--- src/rtl/trph_pkg.sv ---
// Shared types and codes for the task ready priority heap.
`default_nettype none
package trph_pkg;

    localparam int TASK_ID_BITS = 5;
    localparam int COUNT_BITS   = 6;

    typedef enum logic [1:0] {
        REQ_PUSH   = 2'd0,
        REQ_POP    = 2'd1,
        REQ_REMOVE = 2'd2,
        REQ_UPDATE = 2'd3
    } req_t;

    typedef enum logic [1:0] {
        ST_OK        = 2'd0,
        ST_FULL      = 2'd1,
        ST_EMPTY     = 2'd2,
        ST_NOT_QUEUED = 2'd3
    } status_t;

    // datapath commands from the controller
    typedef enum logic [3:0] {
        CMD_NONE,
        CMD_LATCH,      // capture request, read pos of task
        CMD_PUSH_WR,    // write new entry at count
        CMD_POP_MOVE,   // move last entry to slot 0 (read last)
        CMD_RM_MOVE,    // move last entry to idx
        CMD_UPD_WR,     // rewrite keys at idx
        CMD_LOAD_CUR,   // read entry at cur
        CMD_UP_READ,    // read parent of cur
        CMD_UP_STEP,    // compare with parent, swap if better
        CMD_DN_READ,    // read children of cur
        CMD_DN_STEP,    // compare with children, swap with best
        CMD_WRITE_A,    // write pending entry A
        CMD_WRITE_B,    // write pending entry B
        CMD_READ_TOP    // read root for result
    } cmd_t;

    typedef struct packed {
        logic known;
        logic queued;
        logic full;
        logic empty;
        logic idx_is_last;
        logic last_zero;
        logic swap;      // last step found a better entry
        logic at_root;
    } dp_status_t;

endpackage
`default_nettype wire

--- src/rtl/trph_ram.sv ---
// Generic single-write, registered-read RAM.
`default_nettype none
module trph_ram #(
    parameter int WIDTH = 8,
    parameter int DEPTH = 32
) (
    input  wire logic                     clk,
    input  wire logic                     we,
    input  wire logic [$clog2(DEPTH)-1:0] waddr,
    input  wire logic [WIDTH-1:0]         wdata,
    input  wire logic [$clog2(DEPTH)-1:0] raddr,
    output logic      [WIDTH-1:0]         rdata
);
    logic [WIDTH-1:0] mem [DEPTH];

    always_ff @(posedge clk)
    begin
        if (we)
        begin
            mem[waddr] <= wdata;
        end
        rdata <= mem[raddr];
    end
endmodule
`default_nettype wire

--- src/rtl/trph_datapath.sv ---
// Heap storage, position map and the compare/swap logic.
`default_nettype none
module trph_datapath #(
    parameter int HEAP_DEPTH = 32,
    parameter int TASK_COUNT = 32,
    parameter int PRIO_BITS  = 8,
    parameter int STAMP_BITS = 32
) (
    input  wire logic                           clk,
    input  wire logic                           rst_n,
    input  wire trph_pkg::cmd_t                 cmd,
    input  wire logic [1:0]                     in_req,
    input  wire logic [4:0]                     in_task,
    input  wire logic                           in_ready,
    input  wire logic [7:0]                     in_prio,
    input  wire logic [31:0]                    in_stamp,
    output trph_pkg::dp_status_t                stat,
    output logic [1:0]                          req_q,
    output logic [4:0]                          popped_task,
    output logic                                top_valid,
    output logic [4:0]                          top_task,
    output logic [5:0]                          count
);
    import trph_pkg::*;

    localparam int HB = $clog2(HEAP_DEPTH);
    localparam int TB = $clog2(TASK_COUNT);
    localparam int CB = $clog2(HEAP_DEPTH + 1);
    localparam int EW = TB + 1 + PRIO_BITS + STAMP_BITS;

    typedef struct packed {
        logic [TB-1:0]         task_id;
        logic                  ready;
        logic [PRIO_BITS-1:0]  prio;
        logic [STAMP_BITS-1:0] stamp;
    } entry_t;

    function automatic logic precedes(entry_t a, entry_t b);
        if (a.ready != b.ready) return a.ready;
        if (a.prio != b.prio) return a.prio < b.prio;
        return a.stamp < b.stamp;
    endfunction

    // request latch
    logic [1:0]            req_reg;
    logic [TB-1:0]         tid_reg;
    logic                  known_reg;
    logic                  rdy_reg;
    logic [PRIO_BITS-1:0]  pri_reg;
    logic [STAMP_BITS-1:0] stm_reg;

    // heap control state
    logic [CB-1:0]         cnt_reg;
    logic [TASK_COUNT-1:0] queued_reg;
    logic [HB-1:0]         cur_reg;
    logic [HB-1:0]         nb_reg;      // swap partner slot
    entry_t                cur_e_reg;   // entry sitting at cur
    entry_t                other_reg;   // entry moving to nb
    logic                  swap_reg;
    logic [4:0]            popped_reg;
    entry_t                lchild_reg;
    logic                  dn_eval_reg; // second half of down step

    // heap RAM, read one slot a cycle
    logic          h_we;
    logic [HB-1:0] h_waddr, h_raddr;
    entry_t        h_wdata, h_rdata;
    logic [EW-1:0] h_rraw;

    trph_ram #(.WIDTH(EW), .DEPTH(HEAP_DEPTH)) u_heap (
        .clk(clk), .we(h_we), .waddr(h_waddr), .wdata(h_wdata),
        .raddr(h_raddr), .rdata(h_rraw)
    );
    assign h_rdata = entry_t'(h_rraw);

    // position map RAM
    logic          p_we;
    logic [TB-1:0] p_waddr, p_raddr;
    logic [HB-1:0] p_wdata, p_rdata;

    trph_ram #(.WIDTH(HB), .DEPTH(TASK_COUNT)) u_pos (
        .clk(clk), .we(p_we), .waddr(p_waddr), .wdata(p_wdata),
        .raddr(p_raddr), .rdata(p_rdata)
    );

    logic [CB-1:0] last_slot;
    logic [HB-1:0] parent, lchild, rchild_addr;
    logic          l_ok, r_ok;
    entry_t        new_e;

    assign last_slot = cnt_reg - CB'(1);
    assign parent    = (cur_reg - HB'(1)) >> 1;
    assign lchild    = HB'({cur_reg, 1'b1});
    assign rchild_addr = lchild + HB'(1);
    assign l_ok = ({1'b0, cur_reg, 1'b1} < (HB + 2)'(cnt_reg));
    assign r_ok = ({1'b0, cur_reg, 1'b1} + (HB + 2)'(1) < (HB + 2)'(cnt_reg));
    assign new_e = '{task_id: tid_reg, ready: rdy_reg, prio: pri_reg, stamp: stm_reg};

    // ram port drive; the heap read port rests on the root
    always_comb
    begin
        h_we = 1'b0; h_waddr = cur_reg; h_wdata = cur_e_reg; h_raddr = '0;
        p_we = 1'b0; p_waddr = cur_e_reg.task_id; p_wdata = cur_reg;
        p_raddr = tid_reg;
        case (cmd)
            CMD_LATCH:                  p_raddr = in_task[TB-1:0];
            CMD_PUSH_WR:
            begin
                h_we = 1'b1; h_waddr = cnt_reg[HB-1:0]; h_wdata = new_e;
                p_we = 1'b1; p_waddr = tid_reg; p_wdata = cnt_reg[HB-1:0];
            end
            CMD_POP_MOVE, CMD_RM_MOVE:  h_raddr = last_slot[HB-1:0];
            CMD_UPD_WR:                 h_raddr = cur_reg;
            CMD_LOAD_CUR:               h_raddr = cur_reg;
            CMD_UP_READ:                h_raddr = parent;
            CMD_DN_READ:                h_raddr = lchild;
            CMD_DN_STEP:                h_raddr = rchild_addr;
            CMD_WRITE_A:
            begin
                h_we = 1'b1; h_waddr = cur_reg; h_wdata = cur_e_reg;
                p_we = 1'b1; p_waddr = cur_e_reg.task_id; p_wdata = cur_reg;
            end
            CMD_WRITE_B:
            begin
                h_we = 1'b1; h_waddr = nb_reg; h_wdata = other_reg;
                p_we = 1'b1; p_waddr = other_reg.task_id; p_wdata = nb_reg;
                h_raddr = '0;
            end
            CMD_READ_TOP:               h_raddr = '0;
            default: ;
        endcase
    end

    // child selection, right child data arrives the cycle after the left
    entry_t best_e;
    logic   best_is_r, best_any;
    always_comb
    begin
        best_e = cur_e_reg; best_any = 1'b0; best_is_r = 1'b0;
        if (l_ok && precedes(lchild_reg, best_e))
        begin
            best_e = lchild_reg; best_any = 1'b1;
        end
        if (r_ok && precedes(h_rdata, best_e))
        begin
            best_e = h_rdata; best_any = 1'b1; best_is_r = 1'b1;
        end
    end

    always_ff @(posedge clk or negedge rst_n)
    begin
        if (!rst_n)
        begin
            req_reg     <= '0;
            tid_reg     <= '0;
            known_reg   <= 1'b0;
            rdy_reg     <= 1'b0;
            pri_reg     <= '0;
            stm_reg     <= '0;
            cnt_reg     <= '0;
            queued_reg  <= '0;
            cur_reg     <= '0;
            nb_reg      <= '0;
            cur_e_reg   <= '0;
            other_reg   <= '0;
            swap_reg    <= 1'b0;
            popped_reg  <= '0;
            lchild_reg  <= '0;
            dn_eval_reg <= 1'b0;
        end
        else
        begin
            dn_eval_reg <= (cmd == CMD_DN_STEP);
            case (cmd)
                CMD_NONE:
                begin
                    // child moves up into cur, moving entry goes down a level
                    if (dn_eval_reg && best_any)
                    begin
                        other_reg <= best_e;
                        nb_reg    <= cur_reg;
                        cur_reg   <= best_is_r ? rchild_addr : lchild;
                    end
                end
                CMD_LATCH:
                begin
                    req_reg   <= in_req;
                    tid_reg   <= in_task[TB-1:0];
                    known_reg <= (32'(in_task) < 32'(TASK_COUNT));
                    rdy_reg   <= in_ready;
                    pri_reg   <= in_prio[PRIO_BITS-1:0];
                    stm_reg   <= in_stamp[STAMP_BITS-1:0];
                    popped_reg <= '0;
                end
                CMD_PUSH_WR:
                begin
                    queued_reg[tid_reg] <= 1'b1;
                    cur_reg <= cnt_reg[HB-1:0];
                    cur_e_reg <= new_e;
                    cnt_reg <= cnt_reg + CB'(1);
                end
                CMD_POP_MOVE:
                begin
                    // root read the cycle before is in h_rdata
                    popped_reg <= 5'(h_rdata.task_id);
                    queued_reg[h_rdata.task_id] <= 1'b0;
                    cnt_reg <= last_slot;
                    cur_reg <= '0;
                end
                CMD_RM_MOVE:
                begin
                    queued_reg[tid_reg] <= 1'b0;
                    cnt_reg <= last_slot;
                    cur_reg <= p_rdata;
                end
                CMD_UPD_WR:
                begin
                    cur_reg <= p_rdata;
                    cur_e_reg <= new_e;
                end
                CMD_LOAD_CUR:
                begin
                    // last entry, read by the move the cycle before
                    cur_e_reg <= h_rdata;
                end
                CMD_UP_READ: ;
                CMD_UP_STEP:
                begin
                    swap_reg <= precedes(cur_e_reg, h_rdata);
                    other_reg <= h_rdata;
                    nb_reg <= cur_reg;
                    if (precedes(cur_e_reg, h_rdata))
                    begin
                        cur_reg <= parent;
                    end
                end
                CMD_DN_READ:
                begin
                    swap_reg <= 1'b0;
                end
                CMD_DN_STEP:
                begin
                    lchild_reg <= h_rdata;
                end
                CMD_WRITE_A: ;
                CMD_WRITE_B:
                begin
                    swap_reg <= 1'b0;
                end
                CMD_READ_TOP: ;
                default: ;
            endcase
        end
    end

    assign stat.known       = known_reg;
    assign stat.queued      = queued_reg[tid_reg];
    assign stat.full        = (cnt_reg == CB'(HEAP_DEPTH));
    assign stat.empty       = (cnt_reg == '0);
    assign stat.idx_is_last = (CB'(p_rdata) == last_slot);
    assign stat.last_zero   = (cnt_reg == CB'(1));
    assign stat.swap        = dn_eval_reg ? best_any : swap_reg;
    assign stat.at_root     = (cur_reg == '0);

    assign req_q       = req_reg;
    assign popped_task = popped_reg;
    assign top_valid   = (cnt_reg != '0);
    assign top_task    = (cnt_reg != '0) ? 5'(h_rdata.task_id) : 5'd0;
    assign count       = 6'(cnt_reg);
endmodule
`default_nettype wire

--- src/rtl/trph_ctrl.sv ---
// Controller sequencing one heap request at a time.
`default_nettype none
module trph_ctrl (
    input  wire logic                 clk,
    input  wire logic                 rst_n,
    input  wire logic                 in_fire,
    input  wire logic                 out_free,
    input  wire trph_pkg::dp_status_t stat,
    input  wire logic [1:0]           req_q,
    output trph_pkg::cmd_t            cmd,
    output logic                      busy,
    output logic [1:0]                res_status,
    output logic                      res_load
);
    import trph_pkg::*;

    typedef enum logic [4:0] {
        S_IDLE, S_DECODE, S_POP_RD, S_POP_MV, S_RM_MV, S_MV_LD, S_UPD,
        S_UP_LOAD, S_UP_RD, S_UP_CMP, S_UP_WA, S_UP_WB,
        S_DN_LOAD, S_DN_RD, S_DN_RR, S_DN_EVAL, S_DN_WA, S_DN_WB,
        S_TOP, S_RESULT
    } state_t;

    state_t   state_reg, state_next;
    logic [1:0] st_reg, st_next;
    logic     dn_after_reg, dn_after_next;

    always_comb
    begin
        state_next = state_reg; st_next = st_reg; dn_after_next = dn_after_reg;
        cmd = CMD_NONE;
        unique case (state_reg)
            S_IDLE:
            begin
                if (in_fire)
                begin
                    cmd = CMD_LATCH; state_next = S_DECODE; st_next = ST_OK;
                end
            end
            S_DECODE:
            begin
                cmd = CMD_READ_TOP; // root for pop
                state_next = S_TOP;
                case (req_q)
                    REQ_PUSH:
                        if (!stat.known || stat.full || stat.queued) st_next = ST_FULL;
                        else
                        begin
                            cmd = CMD_PUSH_WR; dn_after_next = 1'b0;
                            state_next = S_UP_RD;
                        end
                    REQ_POP:
                        if (stat.empty) st_next = ST_EMPTY;
                        else state_next = S_POP_MV;
                    default:
                        if (!stat.known || !stat.queued) st_next = ST_NOT_QUEUED;
                        else if (req_q == REQ_REMOVE) state_next = S_RM_MV;
                        else state_next = S_UPD;
                endcase
            end
            S_POP_MV:
            begin
                cmd = CMD_POP_MOVE;
                state_next = stat.last_zero ? S_POP_RD : S_MV_LD;
                dn_after_next = 1'b1;
            end
            S_POP_RD: begin cmd = CMD_READ_TOP; state_next = S_TOP; end
            S_RM_MV:
            begin
                cmd = CMD_RM_MOVE;
                if (stat.idx_is_last) state_next = S_POP_RD;
                else
                begin
                    state_next = S_MV_LD; dn_after_next = 1'b1;
                end
            end
            // last entry arrives from the RAM, pop sifts down only
            S_MV_LD:
            begin
                cmd = CMD_LOAD_CUR;
                state_next = (req_q == REQ_POP) ? S_DN_WA : S_UP_WA;
            end
            S_UPD:
            begin
                cmd = CMD_UPD_WR; state_next = S_UP_WA; dn_after_next = 1'b1;
            end
            // write moved or rekeyed entry into cur, then sift up
            S_UP_WA:   begin cmd = CMD_WRITE_A; state_next = S_UP_RD; end
            S_UP_RD:
            begin
                if (stat.at_root) state_next = dn_after_reg ? S_DN_RD : S_POP_RD;
                else begin cmd = CMD_UP_READ; state_next = S_UP_CMP; end
            end
            S_UP_CMP:  begin cmd = CMD_UP_STEP; state_next = S_UP_LOAD; end
            S_UP_LOAD:
            begin
                if (stat.swap) begin cmd = CMD_WRITE_B; state_next = S_UP_WB; end
                else state_next = dn_after_reg ? S_DN_RD : S_POP_RD;
            end
            S_UP_WB:   begin cmd = CMD_WRITE_A; state_next = S_UP_RD; end
            S_DN_WA:   begin cmd = CMD_WRITE_A; state_next = S_DN_RD; end
            S_DN_RD:   begin cmd = CMD_DN_READ; state_next = S_DN_RR; end
            S_DN_RR:   begin cmd = CMD_DN_STEP; state_next = S_DN_EVAL; end
            S_DN_EVAL:
            begin
                if (stat.swap) begin state_next = S_DN_WB; end
                else begin cmd = CMD_READ_TOP; state_next = S_TOP; end
            end
            S_DN_WB:   begin cmd = CMD_WRITE_B; state_next = S_DN_LOAD; end
            S_DN_LOAD: begin cmd = CMD_WRITE_A; state_next = S_DN_RD; end
            S_TOP:     state_next = S_RESULT;
            S_RESULT:  if (out_free) state_next = S_IDLE;
            default:   state_next = S_IDLE;
        endcase
    end

    always_ff @(posedge clk or negedge rst_n)
    begin
        if (!rst_n)
        begin
            state_reg <= S_IDLE;
            st_reg <= ST_OK;
            dn_after_reg <= 1'b0;
        end
        else
        begin
            state_reg <= state_next;
            st_reg <= st_next;
            dn_after_reg <= dn_after_next;
        end
    end

    assign busy       = (state_reg != S_IDLE);
    assign res_status = st_reg;
    assign res_load   = (state_reg == S_RESULT) && out_free;
endmodule
`default_nettype wire

--- src/rtl/task_ready_priority_heap.sv ---
// Top level of the task ready priority heap.
//  channel   dir  tdata fields (low bit up)
//  s_axis    in   req_type, task_id, ready_req, priority_req, timestamp
//  m_axis    out  status, popped_task, top_valid, top_task, count
// One request at a time, paced by the sift loop: each level down runs S_DN_RD,
// S_DN_RR, S_DN_EVAL, S_DN_WB, S_DN_LOAD, each level up S_UP_RD, S_UP_CMP,
// S_UP_LOAD, S_UP_WB, with one heap RAM read or write per cycle.
// Reset empties the heap; ready stays low while a request is in work.
// A result register holds the word until the sink takes it; a stalled sink
// adds its stall cycles.
`default_nettype none
module task_ready_priority_heap #(
    parameter int HEAP_DEPTH = 32,
    parameter int TASK_COUNT = 32,
    parameter int PRIO_BITS  = 8,
    parameter int STAMP_BITS = 32
) (
    input  wire logic        clk,
    input  wire logic        rst_n,
    input  wire logic        s_axis_tvalid,
    output logic             s_axis_tready,
    // req_type[1:0], task_id[6:2], ready_req[7], priority_req[15:8],
    // timestamp[47:16]
    input  wire logic [47:0] s_axis_tdata,
    output logic             m_axis_tvalid,
    input  wire logic        m_axis_tready,
    // status[1:0], popped_task[6:2], top_valid[7], top_task[12:8], count[18:13]
    output logic [23:0]      m_axis_tdata
);
    import trph_pkg::*;

    cmd_t       cmd;
    dp_status_t stat;
    logic [1:0] req_q, res_status;
    logic       busy, res_load, in_fire, top_valid;
    logic [4:0] popped_task, top_task;
    logic [5:0] count;
    logic       out_valid_reg;
    logic [23:0] out_data_reg;

    assign s_axis_tready = !busy;
    assign in_fire = s_axis_tvalid && s_axis_tready;

    trph_ctrl u_ctrl (
        .clk(clk), .rst_n(rst_n), .in_fire(in_fire),
        .out_free(!out_valid_reg || m_axis_tready), .stat(stat), .req_q(req_q),
        .cmd(cmd), .busy(busy), .res_status(res_status), .res_load(res_load)
    );

    trph_datapath #(
        .HEAP_DEPTH(HEAP_DEPTH), .TASK_COUNT(TASK_COUNT),
        .PRIO_BITS(PRIO_BITS), .STAMP_BITS(STAMP_BITS)
    ) u_dp (
        .clk(clk), .rst_n(rst_n), .cmd(cmd),
        .in_req(s_axis_tdata[1:0]), .in_task(s_axis_tdata[6:2]),
        .in_ready(s_axis_tdata[7]), .in_prio(s_axis_tdata[15:8]),
        .in_stamp(s_axis_tdata[47:16]),
        .stat(stat), .req_q(req_q), .popped_task(popped_task),
        .top_valid(top_valid), .top_task(top_task), .count(count)
    );

    always_ff @(posedge clk or negedge rst_n)
    begin
        if (!rst_n)
        begin
            out_valid_reg <= 1'b0;
        end
        else if (res_load)
        begin
            out_valid_reg <= 1'b1;
        end
        else if (m_axis_tready)
        begin
            out_valid_reg <= 1'b0;
        end
    end

    always_ff @(posedge clk)
    begin
        if (res_load)
        begin
            out_data_reg <= {5'd0, count, top_task, top_valid,
                             (res_status == ST_OK) ? popped_task : 5'd0, res_status};
        end
    end

    assign m_axis_tvalid = out_valid_reg;
    assign m_axis_tdata  = out_data_reg;
endmodule
`default_nettype wire

--- config.mk ---
export PLATFORM = sky130hd
export DESIGN_NAME = task_ready_priority_heap
export DESIGN_NICKNAME = d
export VERILOG_FILES = /design/src/rtl/trph_pkg.sv /design/src/rtl/trph_ram.sv /design/src/rtl/trph_datapath.sv /design/src/rtl/trph_ctrl.sv /design/src/rtl/task_ready_priority_heap.sv
export SDC_FILE = /design/constraint.sdc
export NUM_CORES = 2
export LEC_CHECK = 0
export ABC_CLOCK_PERIOD_IN_PS = 19450
export BUFFER_PORTS_ARGS = -buffer_cell sky130_fd_sc_hd__buf_2
export CORE_MARGIN = 8
export CORE_UTILIZATION = 60
export DETAILED_ROUTE_END_ITERATION = 6
export PLACE_DENSITY_LB_ADDON = 0.1
export SLEW_MARGIN = 5
export SYNTH_ARGS = -nofsm -noshare
export SYNTH_HDL_FRONTEND = slang
export SYNTH_SLANG_ARGS = --single-unit
--- constraint.sdc ---
create_clock -name clk -period 19.45 [get_ports clk]
set_input_delay 3.89 -clock clk [delete_from_list [all_inputs] [get_ports clk]]
set_output_delay 3.89 -clock clk [all_outputs]
set_load 0.01 [all_outputs]
==> metrics list <==
- Capturing element type of the critical path: flip-flop
- Worst hold path startpoint: u_ctrl.res_status[1]
* Aggregate routed wire length: around 210 mm
- Register name with the most flops: u_dp.u_heap.mem
- Global-route wire length before repair: about 320 mm
* Wire per inst: 25.8 um
- Timing would allow up to approximately 100 MHz.
- For this run, asynchronously set or reset flops after synthesis account for between 10% and 20%.
- In this run, CTS created clock tree buffers numbering between 150 and 200.
* Count of TritonRoute iterations in the first routing pass: 7
- R2r setup slk: about 9500 ps
- Number of warnings issued by yosys: 0
* Sequential fraction of the synthesis area: between 60% and 70%
- Setup repair after global routing left no endpoint under its margin.
- The clock passes through at most 3 buffers.
- Vias per std cell: between 6 and 7
* Pin count of the biggest net entering global routing: between 150 and 200
* Required time of the critical path: 19920 ps
- Count of input and output buffers: 72
- Counting flops with a built-in enable in the synthesized netlist gives roughly 1700.
- The register with the most flip-flops in the layout has 1472 of them.
- Setup violations remaining at the end of the flow were counted as 0.
- In the final layout, the share of cells above drive strength 1 is around a tenth.
- The synthesized design contains around 2000 register bits.
- Hold depth: 0
- Buffers inserted to repair hold after CTS numbered 0.
- The tightest hold path in the finished design has a slack of 471 ps.
* Initial Util: between 60 and 70%
- After detailed routing, the number of remaining DRC violations is 0.
- The worst hold path terminates at m_axis_tdata[1].
- In this run the static leakage power is ~32 nW.
* Final worst slack: around 9500 ps
- Synthesized instance count: about 6300
- The run finished with clean final reports.
- In this run the worst hold path is classified as flip-flop to flip-flop.
- Initial antenna violation count: 14
* Area of the core: around 140000 um^2
- Post-detail-place hpwl: roughly 120 mm
* Registers with the most flip-flops: u_dp.u_heap.mem: 1472 flops, u_dp.u_pos.mem: 160 flops
- Setup repair bufs after CTS: 0
- Worst setup path class: flip-flop to flip-flop
- Post-layout total power: approximately 18 mW
* Power density normalized to cell area: ~190 nW/um^2
- In the synthesized netlist the dominant register cell turns out to be sky130_fd_sc_hd__edfxtp_1.
- The floorplan has ~140 rows.
- Pre-CTS setup slack: between 9000 and 10000 ps
* Peak supply drop: between 200 and 250 uV
* Transition time at the pin with the least slew margin: between 1000 and 1500 ps
* Clock root buffer: sky130_fd_sc_hd__clkbuf_16
- Slew HR: between 10 and 15%
- Clock input transition at the sequential cells of the worst setup and hold paths: roughly 60 ps
- The congestion estimate from routability-driven global placement came to roughly 0.86.
- The number of failing hold endpoints at the final stage came to 0.
- Adding up every negative setup slack in the final design gives 0 ps.
* Clk_skew: roughly 30 ps
* I/O pins: 78
- The floorplan step defined a die boundary enclosing between 150000 and 200000 um^2.
* Startpoint of the worst register-to-register path: u_dp.cur_e_reg[23]
- Yosys attributes the largest share of cell area to sky130_fd_sc_hd__edfxtp_1 60%, sky130_fd_sc_hd__dfrtp_1 7.6%, sky130_fd_sc_hd__a211oi_1 4.6%, sky130_fd_sc_hd__nand2_1 4.5%, sky130_fd_sc_hd__and2_1 2.9%.
* Crit path max fanout: 47
- In this run the horizontal extent of the chip is 388 um.
- After synthesis the cells add up to between 80000 and 90000 um^2.
- Summed over its instances, the top area cell type makes up approximately three fifths of the synthesized netlist area.
- GRT overflow: 0
- Clock period minus final worst setup slack: between 9000 and 10000 ps
* # nets final: 6397
- Compared with the post-synthesis result, the final layout area differs by 9.90%.
- Arrival time reported for the critical path endpoint: approximately 10000 ps
* Logic depth of the worst register-to-register path: 25
- TritonCTS clock tree: done
* H-tree level count: 4
* Number of max-cap violations: 0
- The count of nets left with antenna violations once routing finished came out at 0.
* Vert. Die Dim: 388 um
- The routed layout has 52800 vias.
- The endpoint identified for the worst register-to-register timing path is u_dp.u_heap.mem[25][34].
- GR Util All Layers: a little over a quarter
- Number of resized instances in the post-cts repair step: 0
* Launching element type of the critical path: flip-flop
- For the worst-skew pair, the clock arrives at the later sink with an insertion delay of between 800 and 900 ps.
- Detailed router's first-iteration violation count: 6013
- Clock tree synthesis found a total of ~2000 sinks.
- Number of pins with negative max-slew slack in the final report: 0
- Final clock period utilization by the worst path: between 50 and 60%
- The biggest area contributor in the post-synthesis netlist is sky130_fd_sc_hd__edfxtp_1.
- In this run the mean area of a mapped cell was ~13 um^2.
* Vias in the first global route: between 50000 and 60000
* Distinct cell type count after synthesis: 92
[where the power goes]
part	internal (mW)	switching, mW	total [mW]
Combinational	2.35	5.39	7.74
Sequential	5.76	0.453	6.21
Clock	2.03	1.55	3.58
Total	10.1	7.40	17.5
[worst max-delay path: stages, from the launching register on]
cell and delay (ps):
sky130_fd_sc_hd__dfrtp_1 390, sky130_fd_sc_hd__inv_1 80, sky130_fd_sc_hd__ha_1 330, sky130_fd_sc_hd__nand4_1 170
sky130_fd_sc_hd__nor4_1 630, sky130_fd_sc_hd__o31ai_2 250, sky130_fd_sc_hd__a21o_1 300, sky130_fd_sc_hd__a21oi_4 130
sky130_fd_sc_hd__buf_4 750, sky130_fd_sc_hd__mux2i_1 330, sky130_fd_sc_hd__ha_1 280, sky130_fd_sc_hd__o21ai_1 140
sky130_fd_sc_hd__a21oi_1 60, sky130_fd_sc_hd__o41ai_1 350, sky130_fd_sc_hd__o21ai_0 140, sky130_fd_sc_hd__a2111o_1 470
sky130_fd_sc_hd__a211oi_1 280, sky130_fd_sc_hd__o21ai_2 170, sky130_fd_sc_hd__nand3_1 170, sky130_fd_sc_hd__a32oi_4 310
sky130_fd_sc_hd__nor2_4 530, sky130_fd_sc_hd__a221oi_2 190, sky130_fd_sc_hd__inv_1 770, sky130_fd_sc_hd__nand2_1 720
sky130_fd_sc_hd__nor2_4 1080, sky130_fd_sc_hd__buf_4 520
[how the worst max path moves through the flow]
stage	slack, ps	endpoint	from
floorplan	9760	u_dp.u_heap.mem[31][0]	u_dp.cur_e_reg[11]
global placement	9700	u_dp.u_heap.mem[25][35]	u_dp.cur_e_reg[23]
detailed placement	9600	u_dp.u_heap.mem[25][36]	u_dp.cur_e_reg[23]
CTS	9520	u_dp.u_heap.mem[25][24]	u_dp.cur_e_reg[23]
global route	8960	u_dp.u_heap.mem[25][34]	u_dp.cur_e_reg[23]
finish	9500	u_dp.u_heap.mem[25][34]	u_dp.cur_e_reg[23]
[metrics by stage]
step           util (%)  instances  cell area (um^2)
2_1_floorplan         -       6277             83200
3_3_place_gp       62.1       7810             85300
3_5_place_dp       62.1       7810             85300
4_1_cts            66.5       8164             91400
5_1_grt            66.5       8165             91400
6_report           66.5       8169             91400
[cell type report]
| class | count | area [um^2] |
|---|---|---|
| Fill cell | 9835 | 46100 |
| Antenna cell | 5 | 12.5 |
| Sequential cell | 1953 | 56900 |
| Clock inverter | 105 | 870 |
| Clock buffer | 249 | 5190 |
| Timing Repair Buffer | 195 | 1370 |
| Inverter | 112 | 420 |
| Tap cell | 1794 | 2240 |
| Multi-Input combinational cell | 3756 | 24400 |
[routing by layer]
layer,global-route usage (%),up-vias,part of all wire (%)
met1,40.6,26500,44
li1,-,23700,-
met4,8.09,0,2.7
met2,42.4,2231,46
met5,0,-,0
met3,4.16,346,7.8
[cells by family after synthesis]
logic type / Yosys count / synth area share, %
AO/OA/AOI/OAI: 1574 / 13.4
XOR/XNOR: 23 / 0.242
adder cells (fa/ha/maj): 134 / 2.01
buffers and inverters: 568 / 2.69
flip-flops: 1953 / 68.4
multiplexers: 256 / 3.50
other: 1 / 0.00451
AND/OR/NAND/NOR: 1764 / 9.78
[synth_stat cells, drive strengths merged, types with 8 or more instances]
master  number
ha         133
nor3        75
mux2        96
a221o       41
a21oi      272
nand2b      18
o31ai        9
nand4       23
nor2b       12
a221oi      38
a311oi     206
buf         96
and3        36
mux4        18
and2       380
nor2       154
dfrtp      251
edfxtp    1651
a211oi     515
a22o         8
inv        111
dfxtp       51
clkbuf     360
a31oi      191
nand2      999
nand3       26
nor4        10
mux2i      142
xor2         8
o21ai      151
a22oi       10
xnor2       15
a21o        67
[placed cells by master (no fill, tap or decap), drive strengths merged, types with 38 or more instances in the layout]
cell type,synthesis,layout
a31oi,191,191
nand2,999,999
nor2,154,154
buf,96,195
a211oi,515,515
clkinv,1,88
inv,111,114
clkbuf,360,249
o21ai,151,151
a311oi,206,206
dfxtp,51,51
and2,380,380
a21o,67,67
dfrtp,251,251
a221o,41,41
a221oi,38,38
mux2,96,96
ha,133,133
nor3,75,75
a21oi,272,272
mux2i,142,142
edfxtp,1651,1651
No activity file was read; power rests on OpenSTA's default activity.
